===== config.mk =====
export PLATFORM = sky130hd
export DESIGN_NAME = socks5_handshake_parser_flat
export DESIGN_NICKNAME = d
export VERILOG_FILES = /design/src/design/s5hp_pkg.sv /design/src/design/s5hp_if.sv /design/src/design/s5hp_parser.sv /design/src/design/s5hp_rsp_queue.sv /design/src/design/socks5_handshake_parser.sv /design/src/flat_wrapper.sv
export SDC_FILE = /design/constraint.sdc
export NUM_CORES = 1
export LEC_CHECK = 0
export ABC_CLOCK_PERIOD_IN_PS = 3810
export BUFFER_PORTS_ARGS = -buffer_cell sky130_fd_sc_hd__buf_2
export CORE_MARGIN = 5
export CORE_UTILIZATION = 55
export DETAILED_ROUTE_END_ITERATION = 12
export PLACE_DENSITY = 0.76
export SYNTH_ARGS = -nofsm -noshare
export SYNTH_HDL_FRONTEND = slang
export SYNTH_SLANG_ARGS = --single-unit
export TNS_END_PERCENT = 50

===== constraint.sdc =====
create_clock -name clock -period 3.81 [get_ports clock]
set_clock_uncertainty 0.1 [all_clocks]
set_input_delay 0.1905 -clock clock [delete_from_list [all_inputs] [get_ports clock]]
set_output_delay 0.1905 -clock clock [all_outputs]
set_load 0.005 [all_outputs]

===== src/design/s5hp_pkg.sv =====
// shared constants, codes and result types of the socks5 handshake parser
// no dependencies; every other file refers to this package by scoped names
package s5hp_pkg;

   // default sizes
   localparam int MAX_CRED_LEN = 16;
   localparam int RSP_DEPTH    = 4;

   // configuration port
   localparam int CSR_INDEX_W = 3;
   localparam int CSR_DATA_W  = 64;
   localparam int LEN_W       = 5;

   localparam logic [CSR_INDEX_W-1:0] CSR_USER_LEN  = 3'd0;
   localparam logic [CSR_INDEX_W-1:0] CSR_PASS_LEN  = 3'd1;
   localparam logic [CSR_INDEX_W-1:0] CSR_USER_LOW  = 3'd2;
   localparam logic [CSR_INDEX_W-1:0] CSR_USER_HIGH = 3'd3;
   localparam logic [CSR_INDEX_W-1:0] CSR_PASS_LOW  = 3'd4;
   localparam logic [CSR_INDEX_W-1:0] CSR_PASS_HIGH = 3'd5;

   // result kinds
   localparam logic [1:0] KIND_REPLY = 2'd0;
   localparam logic [1:0] KIND_ADDR  = 2'd1;
   localparam logic [1:0] KIND_DONE  = 2'd2;
   localparam logic [1:0] KIND_DROP  = 2'd3;

   // request status codes
   localparam logic [1:0] STAT_GO         = 2'd0;
   localparam logic [1:0] STAT_CMD_UNSUP  = 2'd1;
   localparam logic [1:0] STAT_ATYP_UNSUP = 2'd2;

   // protocol bytes
   localparam logic [7:0] SOCKS_VER       = 8'h05;
   localparam logic [7:0] AUTH_VER        = 8'h01;
   localparam logic [7:0] METH_USERPASS   = 8'h02;
   localparam logic [7:0] METH_NONE       = 8'hFF;
   localparam logic [7:0] AUTH_OK         = 8'h00;
   localparam logic [7:0] AUTH_FAIL       = 8'h01;
   localparam logic [7:0] CMD_CONN        = 8'h01;
   localparam logic [7:0] CMD_UDP         = 8'h03;
   localparam logic [7:0] ATYP_IPV4       = 8'h01;
   localparam logic [7:0] ATYP_DOMAIN     = 8'h03;
   localparam logic [7:0] ATYP_IPV6       = 8'h04;
   localparam logic [7:0] IPV4_REST       = 8'd3;
   localparam logic [7:0] IPV6_REST       = 8'd15;
   localparam logic [7:0] REQ_HDR_LAST    = 8'd4;

   typedef struct packed {
      logic [1:0]  kind;
      logic [7:0]  value;
      logic        last_of_run;
      logic [1:0]  command;
      logic [7:0]  address_type;
      logic [15:0] dest_port;
      logic [1:0]  request_status;
   } rsp_item_type;

   // up to two words produced by one input word
   typedef struct packed {
      logic [1:0]   count;
      rsp_item_type item0;
      rsp_item_type item1;
   } rsp_push_type;

endpackage


===== src/design/s5hp_if.sv =====
// channel interfaces of the socks5 handshake parser: input, result and configuration
// only the configuration widths come from s5hp_pkg
interface s5hp_req_if;
   logic       valid;
   logic       ready;
   logic       func;
   logic [7:0] data_byte;

   modport source (output valid, func, data_byte, input ready);
   modport sink   (input valid, func, data_byte, output ready);
endinterface

interface s5hp_rsp_if;
   logic        valid;
   logic        ready;
   logic [1:0]  kind;
   logic [7:0]  value;
   logic        last_of_run;
   logic [1:0]  command;
   logic [7:0]  address_type;
   logic [15:0] dest_port;
   logic [1:0]  request_status;

   modport source (output valid, kind, value, last_of_run, command, address_type,
                   dest_port, request_status, input ready);
   modport sink   (input valid, kind, value, last_of_run, command, address_type,
                   dest_port, request_status, output ready);
endinterface

interface s5hp_csr_if;
   logic                           valid;
   logic                           ready;
   logic [s5hp_pkg::CSR_INDEX_W-1:0] index;
   logic [s5hp_pkg::CSR_DATA_W-1:0]  data;

   modport source (output valid, index, data, input ready);
   modport sink   (input valid, index, data, output ready);
endinterface


===== src/design/s5hp_parser.sv =====
// handshake phase tracker: consumes one registered input word, updates the
// parse state and produces up to two result words; uses s5hp_pkg
module s5hp_parser #(
   parameter int MaxCredLen = s5hp_pkg::MAX_CRED_LEN
) (
   input  logic                         clock,
   input  logic                         reset,
   input  logic                         fire,
   input  logic                         func,
   input  logic [7:0]                   data_byte,
   input  logic [s5hp_pkg::LEN_W-1:0]   user_len,
   input  logic [s5hp_pkg::LEN_W-1:0]   pass_len,
   input  logic [7:0]                   user_bytes [MaxCredLen],
   input  logic [7:0]                   pass_bytes [MaxCredLen],
   output s5hp_pkg::rsp_push_type       push
);

   // phase codes
   localparam logic [3:0] PH_GREET_HDR  = 4'd0;
   localparam logic [3:0] PH_GREET_METH = 4'd1;
   localparam logic [3:0] PH_AUTH_HDR   = 4'd2;
   localparam logic [3:0] PH_AUTH_USER  = 4'd3;
   localparam logic [3:0] PH_AUTH_PLEN  = 4'd4;
   localparam logic [3:0] PH_AUTH_PASS  = 4'd5;
   localparam logic [3:0] PH_REQ_HDR    = 4'd6;
   localparam logic [3:0] PH_REQ_ADDR   = 4'd7;
   localparam logic [3:0] PH_REQ_PORT   = 4'd8;
   localparam logic [3:0] PH_MUTE       = 4'd9;

   logic [3:0] phase_ff, phase_in;
   logic [7:0] pos_ff, pos_in;
   logic [7:0] rem_ff, rem_in;
   logic       meth_ff, meth_in;
   logic       match_ff, match_in;
   logic [7:0] cmd_ff, cmd_in;
   logic [7:0] atyp_ff, atyp_in;
   logic [7:0] porth_ff, porth_in;

   logic       user_hit;
   logic       pass_hit;
   logic [7:0] rem_dec;
   s5hp_pkg::rsp_push_type push_in;

   function automatic s5hp_pkg::rsp_item_type mk_item(
      input logic [1:0]  kind,
      input logic [7:0]  value,
      input logic        last,
      input logic [1:0]  command,
      input logic [7:0]  atyp,
      input logic [15:0] port,
      input logic [1:0]  status
   );
      s5hp_pkg::rsp_item_type it;
      it.kind           = kind;
      it.value          = value;
      it.last_of_run    = last;
      it.command        = command;
      it.address_type   = atyp;
      it.dest_port      = port;
      it.request_status = status;
      return it;
   endfunction

   // credential byte compare at the current position, never beyond the stored bytes
   always_comb begin
      user_hit = 1'b0;
      pass_hit = 1'b0;
      for (int i = 0; i < MaxCredLen; i++) begin
         if (pos_ff == 8'(i) && user_bytes[i] == data_byte) user_hit = 1'b1;
         if (pos_ff == 8'(i) && pass_bytes[i] == data_byte) pass_hit = 1'b1;
      end
   end

   assign rem_dec = rem_ff - 8'd1;

   // phase logic
   always_comb begin
      phase_in = phase_ff;
      pos_in   = pos_ff;
      rem_in   = rem_ff;
      meth_in  = meth_ff;
      match_in = match_ff;
      cmd_in   = cmd_ff;
      atyp_in  = atyp_ff;
      porth_in = porth_ff;
      push_in  = '0;

      if (fire && func) begin
         phase_in = PH_GREET_HDR;
         pos_in   = 8'd0;
         rem_in   = 8'd2;
         meth_in  = 1'b0;
         match_in = 1'b1;
         cmd_in   = 8'd0;
         atyp_in  = 8'd0;
         porth_in = 8'd0;
      end else if (fire) begin
         unique case (phase_ff)
            PH_GREET_HDR: begin
               if (pos_ff == 8'd0) begin
                  porth_in = data_byte;
                  pos_in   = 8'd1;
               end else if (porth_ff != s5hp_pkg::SOCKS_VER || data_byte == 8'd0) begin
                  phase_in      = PH_MUTE;
                  push_in.count = 2'd1;
                  push_in.item0 = mk_item(s5hp_pkg::KIND_DROP, 8'd0, 1'b1, 2'd0, 8'd0,
                                          16'd0, 2'd0);
               end else begin
                  phase_in = PH_GREET_METH;
                  meth_in  = 1'b0;
                  rem_in   = data_byte;
                  pos_in   = 8'd0;
               end
            end
            PH_GREET_METH: begin
               meth_in = meth_ff | (data_byte == s5hp_pkg::METH_USERPASS);
               rem_in  = rem_dec;
               if (rem_dec == 8'd0) begin
                  push_in.count = 2'd2;
                  push_in.item0 = mk_item(s5hp_pkg::KIND_REPLY, s5hp_pkg::SOCKS_VER, 1'b0,
                                          2'd0, 8'd0, 16'd0, 2'd0);
                  if (meth_in) begin
                     push_in.item1 = mk_item(s5hp_pkg::KIND_REPLY, s5hp_pkg::METH_USERPASS,
                                             1'b1, 2'd0, 8'd0, 16'd0, 2'd0);
                     phase_in = PH_AUTH_HDR;
                     pos_in   = 8'd0;
                     rem_in   = 8'd2;
                  end else begin
                     push_in.item1 = mk_item(s5hp_pkg::KIND_REPLY, s5hp_pkg::METH_NONE,
                                             1'b1, 2'd0, 8'd0, 16'd0, 2'd0);
                     phase_in = PH_MUTE;
                  end
               end
            end
            PH_AUTH_HDR: begin
               if (pos_ff == 8'd0) begin
                  porth_in = data_byte;
                  pos_in   = 8'd1;
               end else if (porth_ff != s5hp_pkg::AUTH_VER || data_byte == 8'd0) begin
                  phase_in      = PH_MUTE;
                  push_in.count = 2'd1;
                  push_in.item0 = mk_item(s5hp_pkg::KIND_DROP, 8'd0, 1'b1, 2'd0, 8'd0,
                                          16'd0, 2'd0);
               end else begin
                  match_in = (data_byte == {3'd0, user_len});
                  phase_in = PH_AUTH_USER;
                  rem_in   = data_byte;
                  pos_in   = 8'd0;
               end
            end
            PH_AUTH_USER: begin
               if (!user_hit) match_in = 1'b0;
               pos_in = pos_ff + 8'd1;
               rem_in = rem_dec;
               if (rem_dec == 8'd0) phase_in = PH_AUTH_PLEN;
            end
            PH_AUTH_PLEN: begin
               if (data_byte == 8'd0) begin
                  phase_in      = PH_MUTE;
                  push_in.count = 2'd1;
                  push_in.item0 = mk_item(s5hp_pkg::KIND_DROP, 8'd0, 1'b1, 2'd0, 8'd0,
                                          16'd0, 2'd0);
               end else begin
                  if (data_byte != {3'd0, pass_len}) match_in = 1'b0;
                  phase_in = PH_AUTH_PASS;
                  rem_in   = data_byte;
                  pos_in   = 8'd0;
               end
            end
            PH_AUTH_PASS: begin
               match_in = match_ff & pass_hit;
               pos_in   = pos_ff + 8'd1;
               rem_in   = rem_dec;
               if (rem_dec == 8'd0) begin
                  push_in.count = 2'd2;
                  push_in.item0 = mk_item(s5hp_pkg::KIND_REPLY, s5hp_pkg::AUTH_VER, 1'b0,
                                          2'd0, 8'd0, 16'd0, 2'd0);
                  if (match_in) begin
                     push_in.item1 = mk_item(s5hp_pkg::KIND_REPLY, s5hp_pkg::AUTH_OK, 1'b1,
                                             2'd0, 8'd0, 16'd0, 2'd0);
                     phase_in = PH_REQ_HDR;
                     pos_in   = 8'd0;
                     rem_in   = 8'd5;
                  end else begin
                     push_in.item1 = mk_item(s5hp_pkg::KIND_REPLY, s5hp_pkg::AUTH_FAIL, 1'b1,
                                             2'd0, 8'd0, 16'd0, 2'd0);
                     phase_in = PH_MUTE;
                  end
               end
            end
            PH_REQ_HDR: begin
               if (pos_ff < s5hp_pkg::REQ_HDR_LAST) begin
                  // version, command, reserved, address type
                  if (pos_ff == 8'd0) porth_in = data_byte;
                  if (pos_ff == 8'd1) cmd_in = data_byte;
                  if (pos_ff == 8'd3) atyp_in = data_byte;
                  pos_in = pos_ff + 8'd1;
               end else if (porth_ff != s5hp_pkg::SOCKS_VER || cmd_ff < s5hp_pkg::CMD_CONN
                            || cmd_ff > s5hp_pkg::CMD_UDP) begin
                  phase_in      = PH_MUTE;
                  push_in.count = 2'd1;
                  push_in.item0 = mk_item(s5hp_pkg::KIND_DROP, 8'd0, 1'b1, 2'd0, 8'd0,
                                          16'd0, 2'd0);
               end else if (atyp_ff == s5hp_pkg::ATYP_IPV4 || atyp_ff == s5hp_pkg::ATYP_DOMAIN
                            || atyp_ff == s5hp_pkg::ATYP_IPV6) begin
                  // first address byte (domain length octet for names)
                  if (atyp_ff == s5hp_pkg::ATYP_IPV4) rem_in = s5hp_pkg::IPV4_REST;
                  else if (atyp_ff == s5hp_pkg::ATYP_IPV6) rem_in = s5hp_pkg::IPV6_REST;
                  else rem_in = data_byte;
                  phase_in      = (rem_in == 8'd0) ? PH_REQ_PORT : PH_REQ_ADDR;
                  pos_in        = 8'd0;
                  push_in.count = 2'd1;
                  push_in.item0 = mk_item(s5hp_pkg::KIND_ADDR, data_byte, 1'b1, 2'd0, 8'd0,
                                          16'd0, 2'd0);
               end else begin
                  phase_in      = PH_MUTE;
                  push_in.count = 2'd1;
                  push_in.item0 = mk_item(s5hp_pkg::KIND_DONE, 8'd0, 1'b1, cmd_ff[1:0],
                                          atyp_ff, 16'd0, s5hp_pkg::STAT_ATYP_UNSUP);
               end
            end
            PH_REQ_ADDR: begin
               rem_in = rem_dec;
               if (rem_dec == 8'd0) begin
                  phase_in = PH_REQ_PORT;
                  pos_in   = 8'd0;
               end
               push_in.count = 2'd1;
               push_in.item0 = mk_item(s5hp_pkg::KIND_ADDR, data_byte, 1'b1, 2'd0, 8'd0,
                                       16'd0, 2'd0);
            end
            PH_REQ_PORT: begin
               if (pos_ff == 8'd0) begin
                  porth_in = data_byte;
                  pos_in   = 8'd1;
               end else begin
                  phase_in      = PH_MUTE;
                  push_in.count = 2'd1;
                  push_in.item0 = mk_item(s5hp_pkg::KIND_DONE, 8'd0, 1'b1, cmd_ff[1:0],
                                          atyp_ff, {porth_ff, data_byte},
                                          (cmd_ff == s5hp_pkg::CMD_CONN) ?
                                          s5hp_pkg::STAT_GO : s5hp_pkg::STAT_CMD_UNSUP);
               end
            end
            default: begin
               // mute: swallow bytes until a new session
            end
         endcase
      end
   end

   assign push = push_in;

   // parse state
   always_ff @(posedge clock) begin
      if (reset) begin
         phase_ff <= PH_GREET_HDR;
         pos_ff   <= 8'd0;
         rem_ff   <= 8'd2;
         meth_ff  <= 1'b0;
         match_ff <= 1'b1;
         cmd_ff   <= 8'd0;
         atyp_ff  <= 8'd0;
         porth_ff <= 8'd0;
      end else begin
         phase_ff <= phase_in;
         pos_ff   <= pos_in;
         rem_ff   <= rem_in;
         meth_ff  <= meth_in;
         match_ff <= match_in;
         cmd_ff   <= cmd_in;
         atyp_ff  <= atyp_in;
         porth_ff <= porth_in;
      end
   end

   // a muted session never produces results
   a_mute_silent: assert property (@(posedge clock) disable iff (reset)
      (phase_ff == PH_MUTE && !func) |-> push_in.count == 2'd0)
      else $error("result produced while muted");

endmodule


===== src/design/s5hp_rsp_queue.sv =====
// small result queue: takes up to two words per cycle, releases one per cycle while popped
// uses s5hp_pkg result types
module s5hp_rsp_queue #(
   parameter int Depth = s5hp_pkg::RSP_DEPTH
) (
   input  logic                   clock,
   input  logic                   reset,
   input  s5hp_pkg::rsp_push_type push,
   input  logic                   pop,
   output s5hp_pkg::rsp_item_type head,
   output logic                   not_empty,
   output logic                   room
);

   localparam int PtrW = $clog2(Depth);
   localparam int CntW = $clog2(Depth + 1);

   s5hp_pkg::rsp_item_type entry_ff [Depth];
   logic [PtrW-1:0] wr_ptr_ff, wr_ptr_in, wr_next;
   logic [PtrW-1:0] rd_ptr_ff, rd_ptr_in;
   logic [CntW-1:0] count_ff, count_in;

   function automatic logic [PtrW-1:0] next_ptr(input logic [PtrW-1:0] p);
      return (p == PtrW'(Depth - 1)) ? '0 : p + 1'b1;
   endfunction

   // pointer and fill level
   always_comb begin
      wr_next = next_ptr(wr_ptr_ff);
      case (push.count)
         2'd1:    wr_ptr_in = wr_next;
         2'd2:    wr_ptr_in = next_ptr(wr_next);
         default: wr_ptr_in = wr_ptr_ff;
      endcase
      rd_ptr_in = pop ? next_ptr(rd_ptr_ff) : rd_ptr_ff;
      count_in  = count_ff + CntW'(push.count) - CntW'(pop);
   end

   always_ff @(posedge clock) begin
      if (reset) begin
         wr_ptr_ff <= '0;
         rd_ptr_ff <= '0;
         count_ff  <= '0;
      end else begin
         wr_ptr_ff <= wr_ptr_in;
         rd_ptr_ff <= rd_ptr_in;
         count_ff  <= count_in;
      end
   end

   // entry storage
   always_ff @(posedge clock) begin
      if (push.count != 2'd0) entry_ff[wr_ptr_ff] <= push.item0;
      if (push.count == 2'd2) entry_ff[wr_next] <= push.item1;
   end

   assign head      = entry_ff[rd_ptr_ff];
   assign not_empty = (count_ff != '0);
   assign room      = (count_ff <= CntW'(Depth - 2));

   a_no_overflow: assert property (@(posedge clock) disable iff (reset)
      push.count != 2'd0 |-> count_ff <= CntW'(Depth - 2))
      else $error("result queue overflow");

   a_no_underflow: assert property (@(posedge clock) disable iff (reset)
      pop |-> count_ff != '0)
      else $error("result queue underflow");

   a_pair_last: assert property (@(posedge clock) disable iff (reset)
      push.count == 2'd2 |-> (!push.item0.last_of_run && push.item1.last_of_run))
      else $error("reply pair marks the wrong word as last");

endmodule


===== src/design/socks5_handshake_parser.sv =====
// top level of the socks5 handshake parser: input register, credential registers,
// parser and result queue; uses s5hp_pkg, s5hp_if, s5hp_parser, s5hp_rsp_queue
//
// One client word is taken per cycle while the input register is empty or can pass
// its word on. A word is held in an input register; the parser handles it once the
// result queue has room and puts its results (one word, or two for the greeting and
// login replies) into a small result queue, whose registered head is what appears.
// The queue drains one word per cycle while the result side is ready; the input
// stalls only while the queue holds more than RspDepth-2 words, as under back-pressure
// on the result side. Configuration writes are taken every cycle and cleared by reset.
module socks5_handshake_parser #(
   parameter int MaxCredLen = s5hp_pkg::MAX_CRED_LEN,
   parameter int RspDepth   = s5hp_pkg::RSP_DEPTH
) (
   input  logic              clock,
   input  logic              reset,
   s5hp_req_if.sink          req_bus,
   s5hp_rsp_if.source        rsp_bus,
   s5hp_csr_if.sink          csr_bus
);

   logic       in_valid_ff;
   logic       in_func_ff;
   logic [7:0] in_byte_ff;
   logic       req_fire;
   logic       fire;
   logic       room;
   logic       csr_fire;

   logic [s5hp_pkg::LEN_W-1:0] user_len_ff;
   logic [s5hp_pkg::LEN_W-1:0] pass_len_ff;
   logic [7:0] user_byte_ff [MaxCredLen];
   logic [7:0] pass_byte_ff [MaxCredLen];

   s5hp_pkg::rsp_push_type push;
   s5hp_pkg::rsp_item_type head;
   logic                   not_empty;

   // input register
   assign fire          = in_valid_ff && room;
   assign req_bus.ready = !in_valid_ff || room;
   assign req_fire      = req_bus.valid && req_bus.ready;

   always_ff @(posedge clock) begin
      if (reset) begin
         in_valid_ff <= 1'b0;
      end else if (req_fire) begin
         in_valid_ff <= 1'b1;
      end else if (fire) begin
         in_valid_ff <= 1'b0;
      end
   end

   always_ff @(posedge clock) begin
      if (req_fire) begin
         in_func_ff <= req_bus.func;
         in_byte_ff <= req_bus.data_byte;
      end
   end

   // credential lengths
   assign csr_bus.ready = 1'b1;
   assign csr_fire      = csr_bus.valid;

   always_ff @(posedge clock) begin
      if (reset) begin
         user_len_ff <= '0;
         pass_len_ff <= '0;
      end else if (csr_fire) begin
         if (csr_bus.index == s5hp_pkg::CSR_USER_LEN)
            user_len_ff <= csr_bus.data[s5hp_pkg::LEN_W-1:0];
         if (csr_bus.index == s5hp_pkg::CSR_PASS_LEN)
            pass_len_ff <= csr_bus.data[s5hp_pkg::LEN_W-1:0];
      end
   end

   // credential bytes, eight to a configuration word
   for (genvar i = 0; i < MaxCredLen; i++) begin : g_cred
      localparam logic [s5hp_pkg::CSR_INDEX_W-1:0] UserIdx =
         (i < 8) ? s5hp_pkg::CSR_USER_LOW : s5hp_pkg::CSR_USER_HIGH;
      localparam logic [s5hp_pkg::CSR_INDEX_W-1:0] PassIdx =
         (i < 8) ? s5hp_pkg::CSR_PASS_LOW : s5hp_pkg::CSR_PASS_HIGH;
      localparam int Shift = 8 * (i % 8);

      always_ff @(posedge clock) begin
         if (reset) begin
            user_byte_ff[i] <= '0;
            pass_byte_ff[i] <= '0;
         end else if (csr_fire) begin
            if (csr_bus.index == UserIdx) user_byte_ff[i] <= csr_bus.data[Shift +: 8];
            if (csr_bus.index == PassIdx) pass_byte_ff[i] <= csr_bus.data[Shift +: 8];
         end
      end
   end

   s5hp_parser #(
      .MaxCredLen (MaxCredLen)
   ) u_parser (
      .clock      (clock),
      .reset      (reset),
      .fire       (fire),
      .func       (in_func_ff),
      .data_byte  (in_byte_ff),
      .user_len   (user_len_ff),
      .pass_len   (pass_len_ff),
      .user_bytes (user_byte_ff),
      .pass_bytes (pass_byte_ff),
      .push       (push)
   );

   s5hp_rsp_queue #(
      .Depth (RspDepth)
   ) u_rsp_queue (
      .clock     (clock),
      .reset     (reset),
      .push      (push),
      .pop       (rsp_bus.valid && rsp_bus.ready),
      .head      (head),
      .not_empty (not_empty),
      .room      (room)
   );

   // result channel
   assign rsp_bus.valid          = not_empty;
   assign rsp_bus.kind           = head.kind;
   assign rsp_bus.value          = head.value;
   assign rsp_bus.last_of_run    = head.last_of_run;
   assign rsp_bus.command        = head.command;
   assign rsp_bus.address_type   = head.address_type;
   assign rsp_bus.dest_port      = head.dest_port;
   assign rsp_bus.request_status = head.request_status;

   // a stalled input word stays in the register until the parser takes it
   a_hold_input: assert property (@(posedge clock) disable iff (reset)
      (in_valid_ff && !room) |=> (in_valid_ff && $stable(in_byte_ff) && $stable(in_func_ff)))
      else $error("input word lost while stalled");

   a_ready_when_empty: assert property (@(posedge clock) disable iff (reset)
      !in_valid_ff |-> req_bus.ready)
      else $error("input not ready with an empty input register");

endmodule

===== src/flat_wrapper.sv =====
// flat-port wrapper written by rule: the top's interface ports become plain ports
module socks5_handshake_parser_flat 
#(
   parameter int MaxCredLen = s5hp_pkg::MAX_CRED_LEN,
   parameter int RspDepth   = s5hp_pkg::RSP_DEPTH
)
  (clock, reset, req_bus_valid, req_bus_func, req_bus_data_byte, req_bus_ready, rsp_bus_valid, rsp_bus_kind, rsp_bus_value, rsp_bus_last_of_run, rsp_bus_command, rsp_bus_address_type, rsp_bus_dest_port, rsp_bus_request_status, rsp_bus_ready, csr_bus_valid, csr_bus_index, csr_bus_data, csr_bus_ready);
  s5hp_req_if req_bus_i ();
  s5hp_rsp_if rsp_bus_i ();
  s5hp_csr_if csr_bus_i ();
  input  logic clock;
  input  logic reset;
  input wire logic [$bits(req_bus_i.valid)-1:0] req_bus_valid;
  input wire logic [$bits(req_bus_i.func)-1:0] req_bus_func;
  input wire logic [$bits(req_bus_i.data_byte)-1:0] req_bus_data_byte;
  output wire logic [$bits(req_bus_i.ready)-1:0] req_bus_ready;
  output wire logic [$bits(rsp_bus_i.valid)-1:0] rsp_bus_valid;
  output wire logic [$bits(rsp_bus_i.kind)-1:0] rsp_bus_kind;
  output wire logic [$bits(rsp_bus_i.value)-1:0] rsp_bus_value;
  output wire logic [$bits(rsp_bus_i.last_of_run)-1:0] rsp_bus_last_of_run;
  output wire logic [$bits(rsp_bus_i.command)-1:0] rsp_bus_command;
  output wire logic [$bits(rsp_bus_i.address_type)-1:0] rsp_bus_address_type;
  output wire logic [$bits(rsp_bus_i.dest_port)-1:0] rsp_bus_dest_port;
  output wire logic [$bits(rsp_bus_i.request_status)-1:0] rsp_bus_request_status;
  input wire logic [$bits(rsp_bus_i.ready)-1:0] rsp_bus_ready;
  input wire logic [$bits(csr_bus_i.valid)-1:0] csr_bus_valid;
  input wire logic [$bits(csr_bus_i.index)-1:0] csr_bus_index;
  input wire logic [$bits(csr_bus_i.data)-1:0] csr_bus_data;
  output wire logic [$bits(csr_bus_i.ready)-1:0] csr_bus_ready;
  assign req_bus_i.valid = req_bus_valid;
  assign req_bus_i.func = req_bus_func;
  assign req_bus_i.data_byte = req_bus_data_byte;
  assign req_bus_ready = req_bus_i.ready;
  assign rsp_bus_valid = rsp_bus_i.valid;
  assign rsp_bus_kind = rsp_bus_i.kind;
  assign rsp_bus_value = rsp_bus_i.value;
  assign rsp_bus_last_of_run = rsp_bus_i.last_of_run;
  assign rsp_bus_command = rsp_bus_i.command;
  assign rsp_bus_address_type = rsp_bus_i.address_type;
  assign rsp_bus_dest_port = rsp_bus_i.dest_port;
  assign rsp_bus_request_status = rsp_bus_i.request_status;
  assign rsp_bus_i.ready = rsp_bus_ready;
  assign csr_bus_i.valid = csr_bus_valid;
  assign csr_bus_i.index = csr_bus_index;
  assign csr_bus_i.data = csr_bus_data;
  assign csr_bus_ready = csr_bus_i.ready;
  socks5_handshake_parser #(.MaxCredLen(MaxCredLen), .RspDepth(RspDepth)) u_core (.clock(clock), .reset(reset), .req_bus(req_bus_i), .rsp_bus(rsp_bus_i), .csr_bus(csr_bus_i));
endmodule

==> results of run 1 <==
## power by group through the flow
stage | sequential [W] | clock, W | combinational (W)
global route | 0.00545 | 0.00504 | 0.00186
floorplan | 0.00548 | 0 | 0.00115
finish | 0.00544 | 0.00479 | 0.00172
CTS | 0.00543 | 0.00484 | 0.00170
global placement | 0.00554 | 0 | 0.00161
detailed placement | 0.00554 | 0 | 0.00163
## placed cells by master, fill, tap and decap left out, types with 5 or more instances in the layout
master           n
nand2_1        611
dfxtp_1        440
a21oi_1        311
xnor2_1        217
buf_2          120
a22o_1         109
dlygate4sd3_1   75
nor2_1          74
buf_4           68
xor2_1          55
clkbuf_16       51
nand3_1         50
edfxtp_1        45
nand4_1         42
mux4_2          39
nor4_1          37
nor3_1          37
o21ai_0         31
inv_1           25
a21o_1          21
mux2i_1         20
ha_1            18
o22ai_1         15
clkbuf_8        14
and2_1          12
or3_1           12
a31oi_1         11
nor2b_1         11
a32o_1          10
nand2b_1         9
clkbuf_1         9
and3_1           7
clkinv_2         6
or4_1            5
o31ai_1          5
a21oi_2          5
buf_12           5
## cell usage after synthesis, types with 9 or more instances
library cell	n
nor2b_1	11
nand2_1	611
buf_1	22
a32o_1	10
buf_2	21
mux2i_1	20
a22o_1	109
a31oi_1	11
edfxtp_1	45
xor2_1	55
or3_1	13
ha_1	18
nand4_1	42
o22ai_1	15
nor4_1	38
inv_1	25
clkbuf_1	141
nor2_1	78
dfxtp_1	442
a21o_1	21
xnor2_1	217
nand3_1	51
and2_1	12
nand2b_1	9
a21oi_1	316
nor3_1	38
mux4_2	39
o21ai_0	31
## state kept, by name (all words and copies together) (netlist names), 8 cells and up, named ones only
signal,flops
u_core.user_byte_ff,128
u_core.u_parser.pos_ff,8
u_core.u_parser.atyp_ff,8
u_core.pass_byte_ff,128
u_core.u_parser.cmd_ff,8
u_core.u_parser.porth_ff,8
u_core.in_byte_ff,8
u_core.u_rsp_queue.entry_ff,156
u_core.u_parser.rem_ff,8
## final cells by class
cell class	instances	share of cell area, %
multi-input cells	1836	43.7
flip-flops and latches	487	39.5
repair buffers	271	7.74
clock buffers	74	5.79
well taps	525	2.54
clock inverters	10	0.392
inverters	25	0.363
## layer usage
metal	routed length [um]	GRT usage (%)	share of wire, %	vias to the layer above
li1	-	-	-	9013
met1	26200	36.6	40	9325
met2	31400	47.3	48	916
met3	4940	4.50	7.6	158
met4	2310	10.8	3.6	0
met5	0	0	0	-
## cell families (layout without fill, tap and decap cells)
kind of cell               count (synthesis)  after routing  share of synthesized area, %
other                                      1              1                        0.0169
muxes                                     60             60                          4.90
DFF                                      487            487                          45.9
buffers and inverters                    211            380                          3.73
adders and majority gates                 19             19                          1.10
AOI/OAI and AO/OA                        551            551                          15.5
and+or+nand+nor                          933            933                          18.2
xor gates and xnor gates                 272            272                          10.7
## how the worst max path moves through the flow
stage / start / to / cells after the start
floorplan: u_core.u_parser.pos_ff[5] / u_core.u_rsp_queue.entry_ff[3][9] / 13
global placement: u_core.in_byte_ff[4] / u_core.u_rsp_queue.entry_ff[3][29] / 10
detailed placement: u_core.in_byte_ff[4] / u_core.u_rsp_queue.entry_ff[0][29] / 10
CTS: u_core.in_byte_ff[4] / u_core.u_rsp_queue.entry_ff[0][29] / 10
global route: u_core.in_byte_ff[5] / u_core.u_rsp_queue.entry_ff[3][29] / 10
finish: u_core.in_byte_ff[5] / u_core.u_rsp_queue.entry_ff[0][29] / 10
## worst reg2reg max path: cells and delay by family, from the launching register on
kind | cells | cell delay (ps)
compound gates | 3 | 1160
xor+xnor | 1 | 130
buf+inv | 2 | 920
flops | 1 | 340
simple gates | 4 | 970
## metrics by stage
stage / hold slack (ps) / cell area [um2] / util, %
2_1_floorplan: 189 / 22200 / -
3_3_place_gp: 279 / 23400 / 58.9
3_5_place_dp: 269 / 23400 / 58.9
4_1_cts: 57.1 / 25800 / 64.8
5_1_grt: 108 / 25800 / 64.8
6_report: 69.0 / 25800 / 64.8
## what timing repair did
action,CTS,global route
setup endpoints to repair,6,22
hold buffers,75,0
hold endpoints to repair,280,0
gates resized for setup,3,6
==> reports/qor.yml, run 1 <==
grt_max_degree: 179
worstHoldStart: "reset"
seq_power_share_pct: 45.5
drtAntennaViolNets: 0
hold_end: "u_core.user_len_ff[0]"
syn_avg_cell_area_um2: 8.77
cts.sinks: 487
synth_top_area_cell: "dfxtp_1"
clockBufferDepth: 3
drc: 0
fin_crit_sh_pct: 98.7
io_buffer_count: 121
switchingPower_w: 0.00320
hold_viol_final: 0
rr_startpoint: "u_core.in_byte_ff[5]"
relSlewSlack_pct: 17.6
synth_edf_count: 45
dp_cells: 3069
cpPeakStageDelay_ps: 610
yosysTopAreaCellShare_pct: 39.8
tns_ps: 0
fillers: 3259
synthCells: 2534
min_path_type: "in -> reg"
whs_path_depth: 2
cp_num_buf_inv: 2
place_hpwl_um: 41200
multi_input_area_um2: 11300
worst_slew_pin_slew_ps: 1230
die_h_um: 211
rsz0062_at_grt: "false"
final.min_clock_period_ps: 3760
synth_seq_cells: 487
fin_ws_ps: 49.2
drt_wl_total_um: 64900
crit_type: "reg -> reg"
antenna_cells: 0
cp_common_cell: "buf_4"
grt-ovfl-total: 0
rrSetupSlack_ps: 50
synthTopCellsByArea: "dfxtp_1, nand2_1, xnor2_1"
async_flop_share_pct: 0
irDropWorstVdd_v: 0.000371
core_um2: 39800
clock_latency_ps: 600
finalSetupViolCount: 0
power.total_w: 0.0120
postSynthNetCount: 2634
p_clk_share_pct: 40.1
r2r-end: "u_core.u_rsp_queue.entry_ff[0][29]"
htreeDepth: 2
synth-seq-area-share_pct: 45.9
arrival_ps: 4110
startpoint_type: "flop"
grt_pass1_vias: 18800
drt_pre_antenna_iters: 7
drt_iter0_drc: 1889
pre_cts_slack_ps: -230
critPathCaptureType: "flop"
viasPerCell: 6.01
regArea_um2: 10200
path_cells: "buf_4 > buf_4 > xnor2_1 > nand4_1 > nor3_1 > nor4_1 > a41oi_1 > a2111oi_2 > and2_1 > a32o_1"
synth_flop_cell: "dfxtp_1"
p_sw_share_pct: 26.8
area_growth_pct: 16.1
wire_per_inst_um: 20.1
grt_pass1_wl_um: 102000
fin_nets: 2770
worst_r2r_path_depth: 10
p_comb_share_pct: 14.4
cts_root_buffer: "clkbuf_16"
maxCapViolCount: 0
drive_above_1_share_pct: 12.6
die-area_um2: 44500
post_cts_buffers: 0
drv_slew: 0
critical_path_required_ps: 4160
die_x_um: 211
grt_usage_pct: 28.1
vias: 19400
gp_congestion: 0.913
yosys_warnings: 0
synth.distinct_cells: 64
start_util_pct: 55.8
pin_count: 123
path_max_fanout: 28
antenna_found_initial: 0
fmax_mhz: 266
status: "completed"
power_density_nw_per_um2: 463
path_delay_family: "compound AO/OA/AOI/OAI gates"
slowest_stage: "a2111oi_2"
cts_tree: "done"
cts_buffers: 49
clkTransAtPathRegs_ps: 60
rows: 73
internal-power_w: 0.00875
p_leak_nw: 9.13
synth_area_um2: 22200
fin_cells: 3228
(Power assumes the default switching activity.)
==> inputs of run 2 (changes only) <==
--- a/config.mk
+++ b/config.mk
@@ -7,6 +7,7 @@
 export LEC_CHECK = 0
 export ABC_CLOCK_PERIOD_IN_PS = 3810
 export BUFFER_PORTS_ARGS = -buffer_cell sky130_fd_sc_hd__buf_2
+export CORE_ASPECT_RATIO = 1.5
 export CORE_MARGIN = 5
 export CORE_UTILIZATION = 55
 export DETAILED_ROUTE_END_ITERATION = 12
==> reports/qor.yml, run 2 (synthesis results as in run 1) <==
grt_usage_pct: 28.8  # was 28.1%
status: "completed"  # unchanged
rows: 90  # was 73
die_h_um: 256  # was 211 um
cts_tree: "done"  # unchanged
drt_pre_antenna_iters: 6  # was 7
p_leak_nw: 9.20  # was 9.13 nW
largest_reg_flops: 156  # unchanged
path_cells: "nor4_2 > buf_4 > nand2_1 > nor4_1 > nor4_1 > buf_4 > a41oi_1 > a2111oi_1 > and2_1 > a32o_1"  # was buf_4 > buf_4 > xnor2_1 > nand4_1 > nor3_1 > nor4_1 > a41oi_1 > a2111oi_2 > and2_1 > a32o_1
start_util_pct: 55.5  # was 55.8%
worst_slew_pin_slew_ps: 1270  # was 1230 ps
grt_max_degree: 178  # was 179
arrival_ps: 3890  # was 4110 ps
clkTransAtPathRegs_ps: 60  # about the same
core_um2: 40100  # was 39800 um2
cts.sinks: 487  # unchanged
power_density_nw_per_um2: 456  # was 463 nW/um2
antenna_found_initial: 1  # was 0
reg.largest.list: "u_core.u_rsp_queue.entry_ff (156), u_core.pass_byte_ff (128), u_core.user_byte_ff (128)"  # unchanged
path_max_fanout: 8  # was 28
grt-ovfl-total: 0  # unchanged
die-area_um2: 44600  # was 44500 um2
final.min_clock_period_ps: 3670  # was 3760 ps
drive_above_1_share_pct: 12.8  # was 12.6%
die_x_um: 174  # was 211 um
pin_count: 123  # unchanged
hold_viol_final: 0  # unchanged
irDropWorstVdd_v: 0.000415  # was 0.000371 V
wire_per_inst_um: 20.5  # was 20.1 um
gp_congestion: 0.942  # was 0.913
cts_root_buffer: "clkbuf_16"  # unchanged
area_growth_pct: 16.7  # was 16.1%
clockBufferDepth: 3  # unchanged
max_flop_register: "u_core.u_rsp_queue.entry_ff"  # unchanged
viasPerCell: 6.02  # was 6.01
drtAntennaViolNets: 0  # unchanged
htreeDepth: 2  # unchanged
cts_buffers: 46  # was 49
fin_crit_sh_pct: 96.3  # was 98.7%
drt_iter0_drc: 1497  # was 1889
drv_slew: 0  # unchanged
slowest_stage: "nor4_1"  # was a2111oi_2
min_path_type: "in -> reg"  # unchanged
tns_ps: 0  # unchanged
fin_ws_ps: 139  # was 49.2 ps
grt_pass1_vias: 19500  # was 18800
pre_cts_slack_ps: 262  # was -230 ps
rsz0062_at_grt: "false"  # unchanged
finalSetupViolCount: 0  # unchanged
startpoint_type: "flop"  # unchanged
io_buffer_count: 121  # unchanged
relSlewSlack_pct: 14.4  # was 17.6%
drt_wl_total_um: 66400  # was 64900 um
critPathCaptureType: "flop"  # unchanged
fin_nets: 2790  # was 2770
critical_path_required_ps: 4030  # was 4160 ps
final_cell_mix: "nand2_1, dfxtp_1, a21oi_1"  # unchanged
maxCapViolCount: 0  # unchanged
fmax_mhz: 272  # was 266 MHz
cp_num_buf_inv: 2  # unchanged
vias: 19400  # about the same
grt_pass1_wl_um: 105000  # was 102000 um
fin_util_pct: 64.7  # was 64.8%
clock_latency_ps: 580  # was 600 ps
mostFrequentLayoutCell: "nand2_1"  # unchanged
cpPeakStageDelay_ps: 580  # was 610 ps
path_delay_family: "simple AND/OR/NAND/NOR gates"  # was compound AO/OA/AOI/OAI gates
crit_type: "reg -> reg"  # unchanged
drc: 0  # unchanged
place_hpwl_um: 44500  # was 41200 um
run 2: cell type report:
class | count | area [um2]
antenna | 1 | 2.50
clock buffer | 70 | 1370
clock inverter | 11 | 136
fill | 3273 | 14100
inverter | 25 | 93.8
multi-input combinational | 1836 | 11200
sequential | 487 | 10200
tap | 506 | 633
timing repair buffer | 294 | 2260
run 2: metal layers:
metal  global-route usage [%]  vias to the layer above  wire (um)
li1                         -                     9040          -
met1                     32.6                     9412      24700
met5                        0                        -          0
met2                     52.6                      755      34300
met3                     3.76                      230       3600
met4                     14.8                        0       3810
run 2: worst register-to-register path, delay by kind of cell, from the launching register on:
kind,cells,cell delay (ps)
simple gates,5,1710
compound gates,3,800
buf+inv,2,430
flops,1,370
run 2: report_power, final:
part	total (W)	leakage (nW)	internal [W]	switching, W
registers	0.00544	4.01	0.00529	0.000146
logic	0.00177	4.46	0.000728	0.00104
clock network	0.00462	0.732	0.00263	0.00199
run 2: worst paths after layout:
path                                        endpoint  slack (ps)                              start  cells after the start
setup / recovery  u_core.u_rsp_queue.entry_ff[1][29]         140          u_core.u_parser.pos_ff[5]                     10
hold / removal                 u_core.user_len_ff[2]         160                   csr_bus_index[1]                      4
setup reg to reg  u_core.u_rsp_queue.entry_ff[1][29]         140          u_core.u_parser.pos_ff[5]                     10
hold reg to reg    u_core.u_rsp_queue.entry_ff[3][1]         350  u_core.u_rsp_queue.entry_ff[3][1]                      2
run 2: per-stage QoR:
step / total power [W] / hold WS, ps / area, um2 / instances
final: 0.0118 / 161 / 25900 / 3230
after global routing: 0.0122 / 192 / 25900 / 3230
after CTS: 0.0119 / 134 / 25900 / 3229
after detailed placement: 0.00725 / 292 / 23700 / 3070
after global placement: 0.00722 / 287 / 23700 / 3070
after floorplan: 0.00663 / 189 / 22200 / 2534
run 2: repair_timing:
item	4_1_cts	5_1_grt
hold buffers	78	0
setup buffers	0	0
endpoints found under the hold margin	282	0
gates resized for setup	0	1
setup endpoints to repair	0	4
